<file path="config.mk">
export PLATFORM = sky130hd
export DESIGN_NAME = keyed_sine_tone_generator_top_flat
export DESIGN_NICKNAME = d
export VERILOG_FILES = /design/src/sv/kstg_pkg.sv /design/src/sv/kstg_in_if.sv /design/src/sv/kstg_out_if.sv /design/src/sv/keyed_sine_tone_generator_top.sv /design/src/sv/kstg_front.sv /design/src/sv/kstg_queue.sv /design/src/sv/kstg_back.sv /design/src/flat_wrapper.sv
export SDC_FILE = /design/constraint.sdc
export NUM_CORES = 1
export LEC_CHECK = 0
export ABC_AREA = 1
export BUFFER_PORTS_ARGS = -buffer_cell sky130_fd_sc_hd__buf_2
export CAP_MARGIN = 20
export CORE_MARGIN = 4
export CORE_UTILIZATION = 40
export CTS_CLUSTER_SIZE = 40
export DETAILED_ROUTE_END_ITERATION = 8
export SETUP_SLACK_MARGIN = 0.5
export SLEW_MARGIN = 15
export SYNTH_ARGS = -nofsm -noshare
export SYNTH_HDL_FRONTEND = slang
export SYNTH_SLANG_ARGS = --single-unit
</file>
<file path="constraint.sdc">
create_clock -name clk -period 15.6 [get_ports clk]
set_input_delay 0.78 -clock clk [delete_from_list [all_inputs] [get_ports clk]]
set_output_delay 0.78 -clock clk [all_outputs]
set_load 0.05 [all_outputs]
</file>
<file path="src/sv/kstg_pkg.sv">
`timescale 1ns / 1ps
// ----------------------------------------------------------------------------
// kstg_pkg: shared types, constants and tables of the keyed sine tone generator
// Note keys and phase steps, the quarter-wave sine magnitude table, the
// register indexes and the job record passed from front to back.
// ----------------------------------------------------------------------------
package kstg_pkg;

    // sizing
    localparam int NOTE_COUNT      = 13;
    localparam int SINE_ENTRIES    = 1024;
    localparam int PHASE_BITS      = 32;
    localparam int SINE_BITS       = $clog2(SINE_ENTRIES);
    localparam int QUARTER_ENTRIES = SINE_ENTRIES / 4;
    localparam int QUARTER_BITS    = SINE_BITS - 2;
    localparam int QUEUE_DEPTH     = 2;
    localparam int QUEUE_PTR_BITS  = $clog2(QUEUE_DEPTH);
    localparam int QUEUE_CNT_BITS  = $clog2(QUEUE_DEPTH + 1);

    // field widths
    localparam int AMP_BITS    = 15;
    localparam int LEN_BITS    = 16;
    localparam int KEY_BITS    = 8;
    localparam int SAMPLE_BITS = 16;

    // configuration port
    localparam int CFG_INDEX_BITS = 2;
    localparam int CFG_DATA_BITS  = 16;
    localparam logic [CFG_INDEX_BITS-1:0] CFG_AMPLITUDE   = 2'd0;
    localparam logic [CFG_INDEX_BITS-1:0] CFG_NOTE_LENGTH = 2'd1;
    localparam logic [AMP_BITS-1:0] AMPLITUDE_RESET   = 15'd10000;
    localparam logic [LEN_BITS-1:0] NOTE_LENGTH_RESET = 16'd13230;

    // item op codes
    localparam logic OP_KEY  = 1'b0;
    localparam logic OP_TICK = 1'b1;

    localparam logic [KEY_BITS-1:0] KEY_HALT = 8'h2E;

    typedef logic [PHASE_BITS-1:0]   phase_t;
    typedef logic [SINE_BITS-1:0]    sine_idx_t;
    typedef logic [AMP_BITS-1:0]     sine_mag_t;
    typedef logic [KEY_BITS-1:0]     key_t;
    typedef logic [LEN_BITS-1:0]     len_t;
    typedef sine_mag_t quarter_table_t [QUARTER_ENTRIES];

    // one sample job from front to back
    typedef struct packed {
        sine_idx_t idx;
        logic      last;
    } tone_job_t;

    // chromatic keys upward from middle c
    localparam key_t NOTE_KEYS [13] = '{
        8'h61, 8'h77, 8'h73, 8'h65, 8'h64, 8'h66, 8'h74,
        8'h67, 8'h79, 8'h68, 8'h75, 8'h6A, 8'h6B
    };

    // phase steps at 32 bits of phase, 44.1 khz
    localparam logic [31:0] NOTE_STEPS32 [13] = '{
        32'd25480551, 32'd26995703, 32'd28600951, 32'd30301652, 32'd32103482,
        32'd34012455, 32'd36034941, 32'd38177690, 32'd40447853, 32'd42853008,
        32'd45401180, 32'd48100875, 32'd50961102
    };

    localparam logic [63:0] HALF_PI_Q30 = 64'd1686629713;

    // phase step of a note at the configured phase width
    function automatic phase_t note_step(input int i);
        logic [31:0] s;
        s = NOTE_STEPS32[i] >> (32 - PHASE_BITS);
        return s[PHASE_BITS-1:0];
    endfunction

    // sin(x) in q30 over [0, pi/2], nine series terms
    function automatic logic [63:0] quarter_sine_q30(input logic [63:0] x);
        logic [63:0]        x2;
        logic [63:0]        term;
        logic signed [63:0] sum;
        x2   = (x * x) >> 30;
        term = x;
        sum  = $signed(x);
        term = ((term * x2) >> 30) / 64'd6;
        sum  = sum - $signed(term);
        term = ((term * x2) >> 30) / 64'd20;
        sum  = sum + $signed(term);
        term = ((term * x2) >> 30) / 64'd42;
        sum  = sum - $signed(term);
        term = ((term * x2) >> 30) / 64'd72;
        sum  = sum + $signed(term);
        term = ((term * x2) >> 30) / 64'd110;
        sum  = sum - $signed(term);
        term = ((term * x2) >> 30) / 64'd156;
        sum  = sum + $signed(term);
        term = ((term * x2) >> 30) / 64'd210;
        sum  = sum - $signed(term);
        term = ((term * x2) >> 30) / 64'd272;
        sum  = sum + $signed(term);
        if (sum < 0)
        begin
            sum = '0;
        end
        return $unsigned(sum);
    endfunction

    // q15 magnitude at quarter-wave position m (0 .. QUARTER_ENTRIES)
    function automatic sine_mag_t quarter_mag(input int m);
        logic [63:0] x;
        logic [63:0] s;
        logic [63:0] v;
        x = (HALF_PI_Q30 * 64'(4 * m)) / SINE_ENTRIES;
        s = quarter_sine_q30(x);
        v = (s + 64'd16384) >> 15;
        if (v > 64'd32767)
        begin
            v = 64'd32767;
        end
        return v[AMP_BITS-1:0];
    endfunction

    function automatic quarter_table_t build_quarter_table();
        quarter_table_t t;
        for (int m = 0; m < QUARTER_ENTRIES; m++)
        begin
            t[m] = quarter_mag(m);
        end
        return t;
    endfunction

    localparam quarter_table_t QUARTER_TABLE = build_quarter_table();
    localparam sine_mag_t      QUARTER_PEAK  = quarter_mag(QUARTER_ENTRIES);

endpackage

</file>
<file path="src/sv/kstg_in_if.sv">
`timescale 1ns / 1ps
// ----------------------------------------------------------------------------
// kstg_in_if: command channel
// Carries key presses and sample ticks with a valid/ready handshake.
// ----------------------------------------------------------------------------
interface kstg_in_if;
    logic       valid;
    logic       ready;
    logic       op;
    logic [7:0] key_code;

    modport source (output valid, output op, output key_code, input ready);
    modport sink   (input valid, input op, input key_code, output ready);
endinterface

</file>
<file path="src/sv/kstg_out_if.sv">
`timescale 1ns / 1ps
// ----------------------------------------------------------------------------
// kstg_out_if: audio channel
// Carries signed samples and the last-of-note flag with a valid/ready handshake.
// ----------------------------------------------------------------------------
interface kstg_out_if;
    logic               valid;
    logic               ready;
    logic signed [15:0] sample;
    logic               last;

    modport source (output valid, output sample, output last, input ready);
    modport sink   (input valid, input sample, input last, output ready);
endinterface

</file>
<file path="src/sv/keyed_sine_tone_generator_top.sv">
`timescale 1ns / 1ps
// ----------------------------------------------------------------------------
// keyed_sine_tone_generator_top: keyboard-driven sine tone generator
// Key presses select a note, sample ticks produce scaled sine samples.
// ----------------------------------------------------------------------------
// Usage:
//   cmd   - request channel. op = 0 is a key press in key_code, op = 1 is one
//           sample tick. One request is taken every cycle while the job queue
//           has room; every request, of any kind, waits while it is full.
//   audio - one signed 16-bit sample per sounding tick, last marks the final
//           sample of the note.
//   cfg   - cfg_wr_en writes cfg_data to register cfg_index (0 amplitude,
//           1 note length) at the clock edge; write only while idle.
// Path: an accepted tick passes through the job queue, the sine lookup stage
//   and the multiply into the output register before its sample is valid.
// Throughput: one request per cycle while the job queue has room, set by the
//   phase update in the front end; the two-entry job queue, the lookup stage
//   and the output register absorb a stalled receiver, and cmd.ready drops
//   only once the queue is full.
// Reset: phase, note step, note count and halt clear; amplitude returns to
//   10000 and note length to 13230. A '.' key halts the block until reset.
// ----------------------------------------------------------------------------
module keyed_sine_tone_generator_top (
    input  logic                                 clk,
    input  logic                                 rst_n,
    kstg_in_if.sink                              cmd,
    kstg_out_if.source                           audio,
    input  logic                                 cfg_wr_en,
    input  logic [kstg_pkg::CFG_INDEX_BITS-1:0]  cfg_index,
    input  logic [kstg_pkg::CFG_DATA_BITS-1:0]   cfg_data
);
    import kstg_pkg::*;

    sine_mag_t amplitude_reg;
    sine_mag_t amplitude_next;
    len_t      note_length_reg;
    len_t      note_length_next;

    logic      job_push;
    tone_job_t push_job;
    logic      queue_full;
    logic      head_valid;
    tone_job_t head_job;
    logic      pop;

    // register write decode
    always_comb
    begin
        amplitude_next   = amplitude_reg;
        note_length_next = note_length_reg;
        if (cfg_wr_en)
        begin
            unique case (cfg_index)
                CFG_AMPLITUDE:   amplitude_next   = cfg_data[AMP_BITS-1:0];
                CFG_NOTE_LENGTH: note_length_next = cfg_data[LEN_BITS-1:0];
                default:         ;
            endcase
        end
    end

    always_ff @(posedge clk or negedge rst_n)
    begin
        if (!rst_n)
        begin
            amplitude_reg   <= AMPLITUDE_RESET;
            note_length_reg <= NOTE_LENGTH_RESET;
        end
        else
        begin
            amplitude_reg   <= amplitude_next;
            note_length_reg <= note_length_next;
        end
    end

    // front end: decode and phase keeping
    kstg_front u_front (
        .clk         (clk),
        .rst_n       (rst_n),
        .cmd         (cmd),
        .note_length (note_length_reg),
        .queue_full  (queue_full),
        .job_push    (job_push),
        .job         (push_job)
    );

    // job queue
    kstg_queue u_queue (
        .clk        (clk),
        .rst_n      (rst_n),
        .push       (job_push),
        .push_job   (push_job),
        .pop        (pop),
        .head_valid (head_valid),
        .head_job   (head_job),
        .full       (queue_full)
    );

    // back end: lookup and scaling
    kstg_back u_back (
        .clk        (clk),
        .rst_n      (rst_n),
        .amplitude  (amplitude_reg),
        .head_valid (head_valid),
        .head_job   (head_job),
        .pop        (pop),
        .audio      (audio)
    );

endmodule

</file>
<file path="src/sv/kstg_front.sv">
`timescale 1ns / 1ps
// ----------------------------------------------------------------------------
// kstg_front: command front end
// Accepts requests, decodes keys, keeps phase, step, note count and halt,
// and posts one sample job per sounding tick.
// ----------------------------------------------------------------------------
module kstg_front (
    input  logic                 clk,
    input  logic                 rst_n,
    kstg_in_if.sink              cmd,
    input  kstg_pkg::len_t       note_length,
    input  logic                 queue_full,
    output logic                 job_push,
    output kstg_pkg::tone_job_t  job
);
    import kstg_pkg::*;

    phase_t phase_reg;
    phase_t phase_next;
    phase_t step_reg;
    phase_t step_next;
    len_t   left_reg;
    len_t   left_next;
    logic   halted_reg;
    logic   halted_next;
    logic   accept;
    logic   key_hit;
    phase_t key_step;

    assign cmd.ready = !queue_full;
    assign accept    = cmd.valid && cmd.ready;

    // job fields come straight from the current phase and count
    assign job.idx  = phase_reg[PHASE_BITS-1 -: SINE_BITS];
    assign job.last = (left_reg == len_t'(1));

    // note key lookup
    always_comb
    begin
        key_hit  = 1'b0;
        key_step = '0;
        for (int i = 0; i < NOTE_COUNT; i++)
        begin
            if (cmd.key_code == NOTE_KEYS[i])
            begin
                key_hit  = 1'b1;
                key_step = note_step(i);
            end
        end
    end

    // request handling
    always_comb
    begin
        phase_next  = phase_reg;
        step_next   = step_reg;
        left_next   = left_reg;
        halted_next = halted_reg;
        job_push    = 1'b0;
        if (accept && !halted_reg)
        begin
            if (cmd.op == OP_KEY)
            begin
                if (cmd.key_code == KEY_HALT)
                begin
                    halted_next = 1'b1;
                end
                else if (key_hit)
                begin
                    step_next  = key_step;
                    phase_next = '0;
                    left_next  = note_length;
                end
            end
            else if (left_reg != '0)
            begin
                job_push   = 1'b1;
                left_next  = left_reg - len_t'(1);
                phase_next = phase_reg + step_reg;
            end
        end
    end

    // state registers
    always_ff @(posedge clk or negedge rst_n)
    begin
        if (!rst_n)
        begin
            phase_reg  <= '0;
            step_reg   <= '0;
            left_reg   <= '0;
            halted_reg <= 1'b0;
        end
        else
        begin
            phase_reg  <= phase_next;
            step_reg   <= step_next;
            left_reg   <= left_next;
            halted_reg <= halted_next;
        end
    end

endmodule

</file>
<file path="src/sv/kstg_queue.sv">
`timescale 1ns / 1ps
// ----------------------------------------------------------------------------
// kstg_queue: job queue
// Short first-in first-out queue of sample jobs between front and back.
// ----------------------------------------------------------------------------
module kstg_queue (
    input  logic                 clk,
    input  logic                 rst_n,
    input  logic                 push,
    input  kstg_pkg::tone_job_t  push_job,
    input  logic                 pop,
    output logic                 head_valid,
    output kstg_pkg::tone_job_t  head_job,
    output logic                 full
);
    import kstg_pkg::*;

    tone_job_t                 slot_reg [QUEUE_DEPTH];
    logic [QUEUE_PTR_BITS-1:0] wr_ptr_reg;
    logic [QUEUE_PTR_BITS-1:0] wr_ptr_next;
    logic [QUEUE_PTR_BITS-1:0] rd_ptr_reg;
    logic [QUEUE_PTR_BITS-1:0] rd_ptr_next;
    logic [QUEUE_CNT_BITS-1:0] count_reg;
    logic [QUEUE_CNT_BITS-1:0] count_next;
    logic                      do_pop;

    assign head_valid = (count_reg != '0);
    assign head_job   = slot_reg[rd_ptr_reg];
    assign full       = (count_reg == QUEUE_CNT_BITS'(QUEUE_DEPTH));
    assign do_pop     = pop && head_valid;

    // pointer and count update
    always_comb
    begin
        wr_ptr_next = push ? wr_ptr_reg + 1'b1 : wr_ptr_reg;
        rd_ptr_next = do_pop ? rd_ptr_reg + 1'b1 : rd_ptr_reg;
        count_next  = count_reg;
        if (push && !do_pop)
        begin
            count_next = count_reg + 1'b1;
        end
        else if (do_pop && !push)
        begin
            count_next = count_reg - 1'b1;
        end
    end

    always_ff @(posedge clk or negedge rst_n)
    begin
        if (!rst_n)
        begin
            wr_ptr_reg <= '0;
            rd_ptr_reg <= '0;
            count_reg  <= '0;
        end
        else
        begin
            wr_ptr_reg <= wr_ptr_next;
            rd_ptr_reg <= rd_ptr_next;
            count_reg  <= count_next;
        end
    end

    // storage
    always_ff @(posedge clk)
    begin
        if (push)
        begin
            slot_reg[wr_ptr_reg] <= push_job;
        end
    end

endmodule

</file>
<file path="src/sv/kstg_back.sv">
`timescale 1ns / 1ps
// ----------------------------------------------------------------------------
// kstg_back: sample back end
// Looks up the sine magnitude by quarter-wave symmetry, scales it by the
// amplitude and holds the finished sample in the output register.
// ----------------------------------------------------------------------------
module kstg_back (
    input  logic                 clk,
    input  logic                 rst_n,
    input  kstg_pkg::sine_mag_t  amplitude,
    input  logic                 head_valid,
    input  kstg_pkg::tone_job_t  head_job,
    output logic                 pop,
    kstg_out_if.source           audio
);
    import kstg_pkg::*;

    logic [1:0]              quad;
    logic [QUARTER_BITS-1:0] pos;
    logic [QUARTER_BITS-1:0] mirror;
    sine_mag_t               mag_lookup;

    logic                    a_valid_reg;
    sine_mag_t               a_mag_reg;
    logic                    a_neg_reg;
    logic                    a_last_reg;

    logic [2*AMP_BITS-1:0]   product;
    logic [SAMPLE_BITS-1:0]  scaled;
    logic [SAMPLE_BITS-1:0]  sample_next;

    logic                    out_valid_reg;
    logic [SAMPLE_BITS-1:0]  out_sample_reg;
    logic                    out_last_reg;

    logic                    out_free;
    logic                    a_free;

    // stall chain
    assign out_free = !out_valid_reg || audio.ready;
    assign a_free   = !a_valid_reg || out_free;
    assign pop      = head_valid && a_free;

    // quarter-wave lookup, mirrored in the odd quarters
    assign quad   = head_job.idx[SINE_BITS-1 -: 2];
    assign pos    = head_job.idx[QUARTER_BITS-1:0];
    assign mirror = ~pos + 1'b1;

    always_comb
    begin
        if (!quad[0])
        begin
            mag_lookup = QUARTER_TABLE[pos];
        end
        else if (pos == '0)
        begin
            mag_lookup = QUARTER_PEAK;
        end
        else
        begin
            mag_lookup = QUARTER_TABLE[mirror];
        end
    end

    // lookup stage
    always_ff @(posedge clk or negedge rst_n)
    begin
        if (!rst_n)
        begin
            a_valid_reg <= 1'b0;
        end
        else if (a_free)
        begin
            a_valid_reg <= head_valid;
        end
    end

    always_ff @(posedge clk)
    begin
        if (pop)
        begin
            a_mag_reg  <= mag_lookup;
            a_neg_reg  <= quad[1];
            a_last_reg <= head_job.last;
        end
    end

    // scale, truncate toward zero, restore sign
    assign product     = (2*AMP_BITS)'(amplitude) * (2*AMP_BITS)'(a_mag_reg);
    assign scaled      = {1'b0, product[2*AMP_BITS-1 -: AMP_BITS]};
    assign sample_next = a_neg_reg ? (~scaled + 1'b1) : scaled;

    // output register
    always_ff @(posedge clk or negedge rst_n)
    begin
        if (!rst_n)
        begin
            out_valid_reg <= 1'b0;
        end
        else if (out_free)
        begin
            out_valid_reg <= a_valid_reg;
        end
    end

    always_ff @(posedge clk)
    begin
        if (out_free && a_valid_reg)
        begin
            out_sample_reg <= sample_next;
            out_last_reg   <= a_last_reg;
        end
    end

    assign audio.valid  = out_valid_reg;
    assign audio.sample = $signed(out_sample_reg);
    assign audio.last   = out_last_reg;

endmodule
</file>
<file path="src/flat_wrapper.sv">
// flat-port wrapper written by rule: the top's interface ports become plain ports
module keyed_sine_tone_generator_top_flat import kstg_pkg::*;
  (clk, rst_n, cfg_wr_en, cfg_index, cfg_data, cmd_valid, cmd_op, cmd_key_code, cmd_ready, audio_valid, audio_sample, audio_last, audio_ready);
  kstg_in_if cmd_i ();
  kstg_out_if audio_i ();
  input  logic clk;
  input  logic rst_n;
  input  logic cfg_wr_en;
  input  logic [kstg_pkg::CFG_INDEX_BITS-1:0] cfg_index;
  input  logic [kstg_pkg::CFG_DATA_BITS-1:0] cfg_data;
  input wire logic [$bits(cmd_i.valid)-1:0] cmd_valid;
  input wire logic [$bits(cmd_i.op)-1:0] cmd_op;
  input wire logic [$bits(cmd_i.key_code)-1:0] cmd_key_code;
  output wire logic [$bits(cmd_i.ready)-1:0] cmd_ready;
  output wire logic [$bits(audio_i.valid)-1:0] audio_valid;
  output wire logic [$bits(audio_i.sample)-1:0] audio_sample;
  output wire logic [$bits(audio_i.last)-1:0] audio_last;
  input wire logic [$bits(audio_i.ready)-1:0] audio_ready;
  assign cmd_i.valid = cmd_valid;
  assign cmd_i.op = cmd_op;
  assign cmd_i.key_code = cmd_key_code;
  assign cmd_ready = cmd_i.ready;
  assign audio_valid = audio_i.valid;
  assign audio_sample = audio_i.sample;
  assign audio_last = audio_i.last;
  assign audio_i.ready = audio_ready;
  keyed_sine_tone_generator_top u_core (.clk(clk), .rst_n(rst_n), .cmd(cmd_i), .audio(audio_i), .cfg_wr_en(cfg_wr_en), .cfg_index(cfg_index), .cfg_data(cfg_data));
endmodule
</file>
# ---- Word-level counts from Yosys, hierarchy flattened
# Memory sizes are Yosys's and may differ from the RTL's.
# Index checks and enable logic that the tools add are counted.
dict set report op_classes {
  n_addsub 8
  mul 1
  magnitude_cmp 2
  n_eq_ne 19
  muxes 48
  bitwise_logic 6
  reduce_logical 26
}
# operator n
set ops {}
lappend ops {{32-bit 2-to-1 mux} 16}
lappend ops {{15-bit 2-to-1 mux} 7}
lappend ops {{8-bit by 7-bit equality test with 1-bit output, second input constant} 13}
lappend ops {{16-bit 2-to-1 mux} 4}
lappend ops {{32-bit adder} 1}
lappend ops {{15-bit by 15-bit multiplier with 30-bit output} 1}
lappend ops {{25-bit 2-to-1 mux} 1}
lappend ops {{9-bit greater-or-equal comparator, second input constant} 2}
lappend ops {{1-bit 2-to-1 mux} 18}
lappend ops {{8-bit NOT with 9-bit output} 2}
lappend ops {{16-bit by 1-bit adder with 16-bit output, second input constant} 1}
lappend ops {{16-bit by 1-bit equality test with 1-bit output, second input constant} 1}
lappend ops {{15-bit NOT with 16-bit output} 1}
lappend ops {{16-bit nonzero test} 1}
lappend ops {{16-bit by 1-bit subtractor with 16-bit output, second input constant} 1}
lappend ops {{8-bit by 1-bit adder with 8-bit output, second input constant} 1}
lappend ops {{8-bit by 6-bit equality test with 1-bit output, second input constant} 1}
lappend ops {{8-bit zero test} 1}
lappend ops {{8-bit NOT} 1}
lappend ops {{4-bit AND reduction} 2}
lappend ops {{1-bit logical AND} 7}
lappend ops {{1-bit zero test} 6}
lappend ops {{2-bit nonzero test} 3}
lappend ops {{2-bit 2-to-1 mux} 2}
lappend ops {{12 further kinds} 16}
dict set report word_totals {
  register_bits 152
  ramBits 22
  rom_bits 7680
  input_bits 32
  out_inout_bits 19
  elab_cells 130
  mem_count 3
}
# name words width read_ports rd_ports_with_merged_regs write_ports line_no
set memory_table {}
lappend memory_table {{(no name shown)} 256 15 1 0 0 kstg_back.sv:61} ;# mag_lookup = QUARTER_TABLE[mirror];
lappend memory_table {{(no name shown)} 256 15 1 0 0 kstg_back.sv:53} ;# mag_lookup = QUARTER_TABLE[pos];
lappend memory_table {u_core.u_queue.slot_reg 2 11 1 0 1 kstg_queue.sv:18} ;# tone_job_t slot_reg [QUEUE_DEPTH];

# ---- Logic depth before layout (Yosys ltp)
# Gate-level depths: netlist of the first run.
dict set report logic_depth {
  depth_word 17
  ltp_mapped 37
  depth_no_buf 35
}

# ---- Hierarchy
# Synthesis of the first run repeated with hierarchy kept, for this count alone.
dict set report unflattened {
  cells_unflattened 3931
  hier_area_um2 25535.7
}
# mod n_inst cells_per_inst area_per_inst_um2 seq_area_each_um2
set modules_own_cells {}
lappend modules_own_cells {kstg_back 1 2736 16951.3 1071.0}
lappend modules_own_cells {kstg_front 1 972 6233.5 1876.8}
lappend modules_own_cells {keyed_sine_tone_generator_top 1 138 1328.8 793.3}
lappend modules_own_cells {kstg_queue 1 85 1022.2 760.7}

# ---- Worst setup path before layout of the first run
# No wires, ideal clock.
dict set report synth_timing {
  path_kind {register to register}
  startpoint {register u_core.amplitude_reg[9]}
  endpoint {register u_core.u_back.out_sample_reg[12] (netlist: u_core.u_back.audio.sample[12]) (data pin)}
  setup_ps 252
  t_arrival_ps 5936
  required_time_ps 15348
  setup_slack_ps 9412
  stages_incl_launch_ff 32
  path_buffers 2
  period_less_slack_ps 6188
  cell_sequence {dfstp_2 -> clkbuf_1 -> clkbuf_1 -> nand2_1 -> fa_1 -> inv_1 -> fa_1 -> inv_1 -> fa_1 -> fa_1 -> fa_1 -> fa_1 -> inv_1 -> ha_1 -> nand2_1 -> nor2_1 -> nand2_1 -> nand3_1 -> inv_1 -> nand2_1 -> nand2_1 -> nand2_1 -> ha_1 -> inv_1 -> nor2_1 -> nand2_1 -> nor2_1 -> nand3b_1 -> nand2_1 -> nand2_1 -> nand2_1 -> nand2_1}
}
dict set report synth_via {
  elab_chain_len 4
}
# element line_no
set synth_lines {}
lappend synth_lines {{start: declaration} keyed_sine_tone_generator_top.sv:34} ;# sine_mag_t amplitude_reg;
lappend synth_lines {{start signal: assignment} keyed_sine_tone_generator_top.sv:70} ;# amplitude_reg <= amplitude_next;
lappend synth_lines {{15-bit by 15-bit multiplier with 30-bit output *} kstg_back.sv:89} ;# assign product = (2*AMP_BITS)'(amplitude) * (2*AMP_BITS)'(a_mag_reg);
lappend synth_lines {{15-bit NOT with 16-bit output} kstg_back.sv:91} ;# assign sample_next = a_neg_reg ? (~scaled + 1'b1) : scaled;
lappend synth_lines {{16-bit by 1-bit adder with 16-bit output} kstg_back.sv:91}
lappend synth_lines {{15-bit 2-to-1 mux *} kstg_back.sv:91}
lappend synth_lines {{via u_core.u_back.sample_next[12]} kstg_back.sv:30} ;# logic [SAMPLE_BITS-1:0] sample_next;
lappend synth_lines {{end signal: assignment} kstg_back.sv:110} ;# out_sample_reg <= sample_next;
lappend synth_lines {{end: declaration} kstg_back.sv:33} ;# logic [SAMPLE_BITS-1:0] out_sample_reg;
# The timed path passes the listed nets; every way through them passes the cells marked *.
# A chain may end at the register's enable or synchronous reset.

# ---- Final worst setup path of the first run
dict set report layout_timing {
  startpoint {register u_core.u_back.a_mag_reg[6]}
  endpoint {register u_core.u_back.out_sample_reg[12] (netlist: u_core.u_back.audio.sample[12]) (data pin)}
}
dict set report layout_via {
  elab_chain_len 4
}
# element line_no
set layout_lines {}
lappend layout_lines {{start: declaration} kstg_back.sv:24} ;# sine_mag_t a_mag_reg;
lappend layout_lines {{start signal: assignment} kstg_back.sv:82} ;# a_mag_reg <= mag_lookup;
lappend layout_lines {{15-bit by 15-bit multiplier with 30-bit output *} kstg_back.sv:89}
lappend layout_lines {{15-bit NOT with 16-bit output} kstg_back.sv:91}
lappend layout_lines {{16-bit by 1-bit adder with 16-bit output} kstg_back.sv:91}
lappend layout_lines {{15-bit 2-to-1 mux *} kstg_back.sv:91}
lappend layout_lines {{via u_core.u_back.sample_next[12]} kstg_back.sv:30}
# Marks and branches as above.

==> flow_summary.ini, run 1 <==
[clock_network]
cts.path.max_buffers = 2
cts-root-buf = clkbuf_16
cts_buffers = 17
hold_buffers = 0
cts_tree = done
cts.sinks = 168
post_cts_buffers = 0
htreeDepth = 4
cts-resized-gates = 0
clock_latency_ns = 0.45
clkTransAtPathRegs_ns = 0.08

[run]
drv_cap = 0

[floorplan]
die_h_um = 252.6
boundaryPins = 51
fp.dieArea_um2 = 63800
start_util_pct = 40.47
die_w_um = 252.6
core_area_um2 = 59130
num_rows = 89

[sta]
period_share_pct = 42.35
relSlewSlack_pct = 34.19
fmax_mhz = 151.4
finalHoldViolations = 0
finalSetupViolations = 0
fin_tns_setup_ns = 0
worstMarginPinSlew_ns = 0.9856
grt_setup_unrepaired = no
fin_crit_ns = 6.606
finClkSkew_ns = 0.01529
slew_violations = 0

[setup_path]
r2r_cells = 31
cp-start-kind = flop
cp_slowest_stage_delay_ns = 0.75
crit_start = u_core.u_back.a_mag_reg[6]$_DFFE_PP_
r2r_slack_ns = 8.99
reg2reg_to = u_core.u_back.audio.sample[12]$_DFFE_PP_
worstPathMaxFanout = 15
endpoint_kind = flop
crit_end = u_core.u_back.audio.sample[12]$_DFFE_PP_
crit_top_cell = nand2_1
worstPathArrival_ns = 6.80
worstSetupPathType = flop to flop
cp.required_ns = 15.80
r2r_start = u_core.u_back.a_mag_reg[6]$_DFFE_PP_
cpMaxStageDelayCell = edfxtp_1

[placed_design]
place_inst = 4349
dp_hpwl_um = 66290
gp_congestion = 1.052
portBuffers = 50

[cells_and_area]
drive_gt1_share_pct = 4.875
layout_common_cells = nand2_1, inv_1, o21ai_0
largest_reg_flops = 32
final_cell_count_no_fill = 4384
final_common_cell = nand2_1
syn_to_final_growth_pct = 5.637
nets = 3949
fillers = 6314

[synthesis]
synth_area_um2 = 23930
syn_inst = 3656
ys_warn_count = 0
syn_area_per_cell_um2 = 6.545
synth_fp_nets = 4008
ys_seq_elements = 168
synth_edf_count = 56
ys_seq_area_share_pct = 18.81
synthArstFlopShare_pct = 66.67
synth_cell_types = 63
synth_flop_cell = dfrtp_1

[routing]
ant_nets = 0
num_vias = 24808
wire_per_inst_um = 20.20
drt-initial-drc-count = 3006
route.detailed.drc = 0
drt_pass1_iterations = 8
vias_per_cell = 5.659
routed_wl_um = 88560

[global_routing]
grt_pass1_wl_um = 139000
grt_use_total_pct = 27.61
overflow = 0
antenna_found_initial = 2
first_global_vias = 24403
grt_max_degree = 69

[min_path]
hold_path.class = primary input to asynchronous set/reset pin

[outcome]
status = finished, final reports clean
==> critical path: cells and delay by family, from the launching register on <==
kind	cells	cell delay (ns)
buffers and inverters	7	0.38
DFF	1	0.75
and+or+nand+nor	16	1.76
adders and majority gates	8	3.48
==> Yosys cell counts (4+ instances only) <==
cell type | number | share of area (%)
a31oi_1 | 15 | 0.39
clkinv_1 | 6 | 0.094
o221ai_1 | 13 | 0.48
inv_1 | 620 | 9.7
o21ai_1 | 9 | 0.19
o21ai_2 | 4 | 0.15
xnor2_1 | 22 | 0.81
a221oi_1 | 7 | 0.26
nor3_1 | 32 | 0.67
nand3_1 | 221 | 4.6
nor2_1 | 268 | 4.2
o21bai_1 | 9 | 0.28
nand2_1 | 1049 | 16
nor3b_1 | 4 | 0.13
a22oi_1 | 6 | 0.19
nand2_2 | 10 | 0.26
clkbuf_1 | 92 | 1.4
nor4_1 | 11 | 0.29
nor2_4 | 4 | 0.19
o2111ai_1 | 12 | 0.44
xor2_1 | 22 | 0.81
a211oi_1 | 5 | 0.16
o22ai_1 | 11 | 0.29
fa_1 | 168 | 14
nand4_1 | 40 | 1.0
o211ai_1 | 46 | 1.4
o21ai_0 | 287 | 6.0
edfxtp_1 | 56 | 7.0
ha_1 | 152 | 7.9
o311ai_0 | 5 | 0.18
nor2_2 | 4 | 0.10
a21oi_1 | 198 | 4.1
nand3b_1 | 10 | 0.31
buf_4 | 7 | 0.22
buf_1 | 4 | 0.063
inv_2 | 13 | 0.20
buf_2 | 56 | 1.2
a21o_1 | 7 | 0.22
dfstp_2 | 14 | 1.5
o31ai_1 | 4 | 0.13
dfrtp_1 | 98 | 10
==> through the flow <==
step                      util [%]  cell area [um2]  setup slack [ns]  hold WS, ns
after floorplan                  -            23930             9.412       0.4003
after global placement       41.73            24680             9.155       0.4379
after detailed placement     41.73            24680             9.061       0.4443
after CTS                    42.71            25250             9.032       0.3315
after global routing         42.74            25270             8.537       0.3589
final                        42.75            25280             8.994       0.3263
==> how the worst min path moves through the flow <==
stage,startpoint,endpoint,slack [ns],depth (start not counted)
after global routing,rst_n,u_core.u_front.step_reg[21]$_DFFE_PN0P_,0.36,1
after detailed placement,u_core.u_front.halted_reg$_DFFE_PN0P_,u_core.u_front.halted_reg$_DFFE_PN0P_,0.44,2
after CTS,rst_n,u_core.u_front.step_reg[21]$_DFFE_PN0P_,0.33,1
final,rst_n,u_core.u_front.step_reg[21]$_DFFE_PN0P_,0.33,1
after floorplan,u_core.u_back.a_last_reg$_DFFE_PP_,u_core.u_back.audio.last$_DFFE_PP_,0.40,0
after global placement,u_core.u_front.halted_reg$_DFFE_PN0P_,u_core.u_front.halted_reg$_DFFE_PN0P_,0.44,2
==> metal layers <==
| layer | routed length, um | GRT usage (%) | up-vias |
|---|---|---|---|
| met5 | 18 | 0 | - |
| met4 | 4112 | 11.41 | 2 |
| met1 | 37150 | 37.25 | 11584 |
| li1 | - | - | 11568 |
| met2 | 38380 | 42.51 | 1343 |
| met3 | 8903 | 6.843 | 311 |
==> logic make-up after synthesis <==
kind of cell | count (synthesis) | synth area share, %
xor gates and xnor gates | 46 | 1.841
buffers and inverters | 801 | 13.04
muxes | 1 | 0.04706
and+or+nand+nor | 1663 | 28.63
AOI/OAI and AO/OA | 657 | 15.63
DFF | 168 | 18.81
adders and majority gates | 320 | 22.00
==> layout make-up <==
type / count / area, um2 / area share [%]
diodes: 1 / 2.502 / 0.009900
clock inverters: 15 / 150.1 / 0.5940
repair buffers: 83 / 508.0 / 2.010
multi-input cells: 2687 / 16320 / 64.56
inverters: 640 / 2404 / 9.509
clock buffers: 17 / 425.4 / 1.683
well taps: 773 / 967.2 / 3.826
flip-flops and latches: 168 / 4502 / 17.81
Power of run 1 is not shown: default switching activity piles up to over one toggle a cycle in this logic, so the estimate is an artifact.
==> run 2, diff against run 1 <==
- ABC_AREA: 1 -> 0
- clock period: 15.6 -> 6.5 ns (I/O delays scaled with it)
==> flow_summary.ini, run 2 <==
[outcome]
status = complete, but fails checks
violations = setup timing

[synthesis]
synth_edf_count = 56
ys_seq_elements = 168
ys_warn_count = 0
synth_flop_cell = dfrtp_1
synth_cell_types = 92
syn_area_per_cell_um2 = 7.713
synth_area_leader_cell = fa_1
synthTopCellsByCount = nand2_1, o21ai_0, a21oi_1, inv_1, nor2_1
synth_top_cell_area_share_pct = 14.12
synth_fp_nets = 3441
ys_seq_area_share_pct = 18.89
synth.most_common_cell = nand2_1
synth_area_leaders = fa_1, dfrtp_1, ha_1
synthArstFlopShare_pct = 66.67
syn_inst = 3089
synth_area_um2 = 23830

[sta]
fmax_mhz = 145.7
grt_setup_unrepaired = yes
relSlewSlack_pct = 28.80
finalSetupViolations = 8
worstMarginPinSlew_ns = 1.065
slew_violations = 0
finClkSkew_ns = 0.01603
fin_crit_ns = 6.866
worst_slack_ns = -0.3656
finalHoldViolations = 0
fin_tns_setup_ns = -1.782
period_share_pct = 105.6

[setup_path]
worstPathMaxFanout = 7
cp.depth = 23
cp-start-kind = flop
cp_num_buf_inv = 6
cp.required_ns = 6.69
path_delay_family = adder cells
r2r_cells = 23
endpoint_kind = flop
cpMaxStageDelayCell = or4b_4
worstPathArrival_ns = 7.06
cp_cell_sequence = buf_4 -> buf_4 -> and2_1 -> fa_1 -> inv_1 -> fa_1 -> inv_1 -> ha_1 -> ha_1 -> inv_1 -> fa_1 -> fa_1 -> inv_1 -> ha_1 -> a211o_1 -> a21oi_1 -> a211oi_2 -> or3_4 -> a2111oi_4 -> o21ai_2 -> a211o_1 -> or4b_4 -> o41a_1
cp_slowest_stage_delay_ns = 0.55
worstSetupPathType = flop to flop

[run]
drv_cap = 0

[floorplan]
start_util_pct = 40.37
boundaryPins = 51
core_area_um2 = 59020
die_w_um = 252.1
die_h_um = 252.1
fp.dieArea_um2 = 63530
num_rows = 89

[min_path]
holdPathStages = 2
hold_path.class = primary input to flop

[clock_network]
cts.sinks = 168
cts-root-buf = clkbuf_16
cts.path.max_buffers = 2
clkTransAtPathRegs_ns = 0.08
cts_buffers = 17
clock_latency_ns = 0.45
htreeDepth = 4
cts_tree = done

[cells_and_area]
final_common_cell = nand2_1
layout_common_cells = nand2_1, o21ai_0, a21oi_1
largest_reg_flops = 32
syn_to_final_growth_pct = 13.23
fillers = 5831
drive_gt1_share_pct = 14.44
nets = 3470
antennaDiodeCount = 0
final_cell_area_um2 = 26980

[global_routing]
grt_use_total_pct = 27.91
grt_pass1_wl_um = 142000
grt_max_degree = 86
antenna_found_initial = 2
overflow = 0
first_global_vias = 24375

[routing]
route.detailed.drc = 0
drt_pass1_iterations = 7
wire_per_inst_um = 23.31
vias_per_cell = 6.351
ant_nets = 0
num_vias = 24795
routed_wl_um = 90990
drt-initial-drc-count = 3111

[placed_design]
dpl_cell_area_um2 = 25690
pre_cts_ws_ns = -0.5251
dp_hpwl_um = 66210
portBuffers = 50
gp_congestion = 1.025
==> run 2: cells by family after synthesis <==
family	share of synthesized area (%)
compound gates	26.86
xor+xnor	2.389
fa+ha+maj	22.14
buf+inv	7.756
flops	18.89
mux	2.589
simple gates	19.37
==> run 2: path summary, 6_finish.rpt <==
kind | start | endpoint | slack (ns)
worst max register to register | u_core.u_back.a_mag_reg[2]$_DFFE_PP_ | u_core.u_back.audio.sample[15]$_SDFFCE_PN0P_ | -0.37
worst min-delay path | cfg_data[15] | u_core.note_length_reg[15]$_DFFE_PN0P_ | 0.12
min in group asynchronous | rst_n | u_core.u_front.phase_reg[6]$_DFFE_PN0P_ | 0.37
max in group asynchronous | rst_n | u_core.u_front.left_reg[7]$_DFFE_PN0P_ | 4.82
worst max-delay path | u_core.u_back.a_mag_reg[2]$_DFFE_PP_ | u_core.u_back.audio.sample[15]$_SDFFCE_PN0P_ | -0.37
worst min register to register | u_core.u_back.a_last_reg$_DFFE_PP_ | u_core.u_back.audio.last$_DFFE_PP_ | 0.43
==> run 2: repair_timing <==
action                     in CTS  in global routing
pin swaps                      20                 33
setup buffers                  11                 11
setup endpoints to repair      15                 15
cloned                          0                  0
hold buffers                    1                  0
hold endpoints to repair       41                  0
resized for setup              50                 52
==> run 2: worst register-to-register path: cells and delay by family (launching register included) <==
family / cells / cell delay (ns)
adder cells (fa/ha/maj): 7 / 2.80
flip-flops: 1 / 0.48
buffers and inverters: 6 / 0.54
AO/OA/AOI/OAI: 7 / 1.69
AND/OR/NAND/NOR: 3 / 1.12
==> run 2: layer usage <==
| layer | GRT usage [%] | wire length, um |
|---|---|---|
| met2 | 41.88 | 39230 |
| met4 | 11.46 | 4219 |
| met5 | 0 | 27 |
| met3 | 6.391 | 9393 |
| met1 | 38.99 | 38120 |
==> run 2: area by class of cell <==
class | count | area, um2 | area share, %
repair buffers | 260 | 1939 | 7.188
inverters | 235 | 882.1 | 3.269
multi-input cells | 2436 | 18060 | 66.93
flip-flops and latches | 168 | 4502 | 16.69
clock inverters | 15 | 207.7 | 0.7698
well taps | 773 | 967.2 | 3.585
clock buffers | 17 | 425.4 | 1.577
==> run 2: through the flow <==
stage	hold WS (ns)	instances	utilization, %
final	0.1226	3904	45.71
after global routing	0.1107	3904	45.71
after CTS	0.1018	3893	45.21
after detailed placement	0.3404	3849	43.53
after global placement	0.3362	3849	43.53
after floorplan	0.02941	3089	-
Power of run 2 is left out for the same reason.
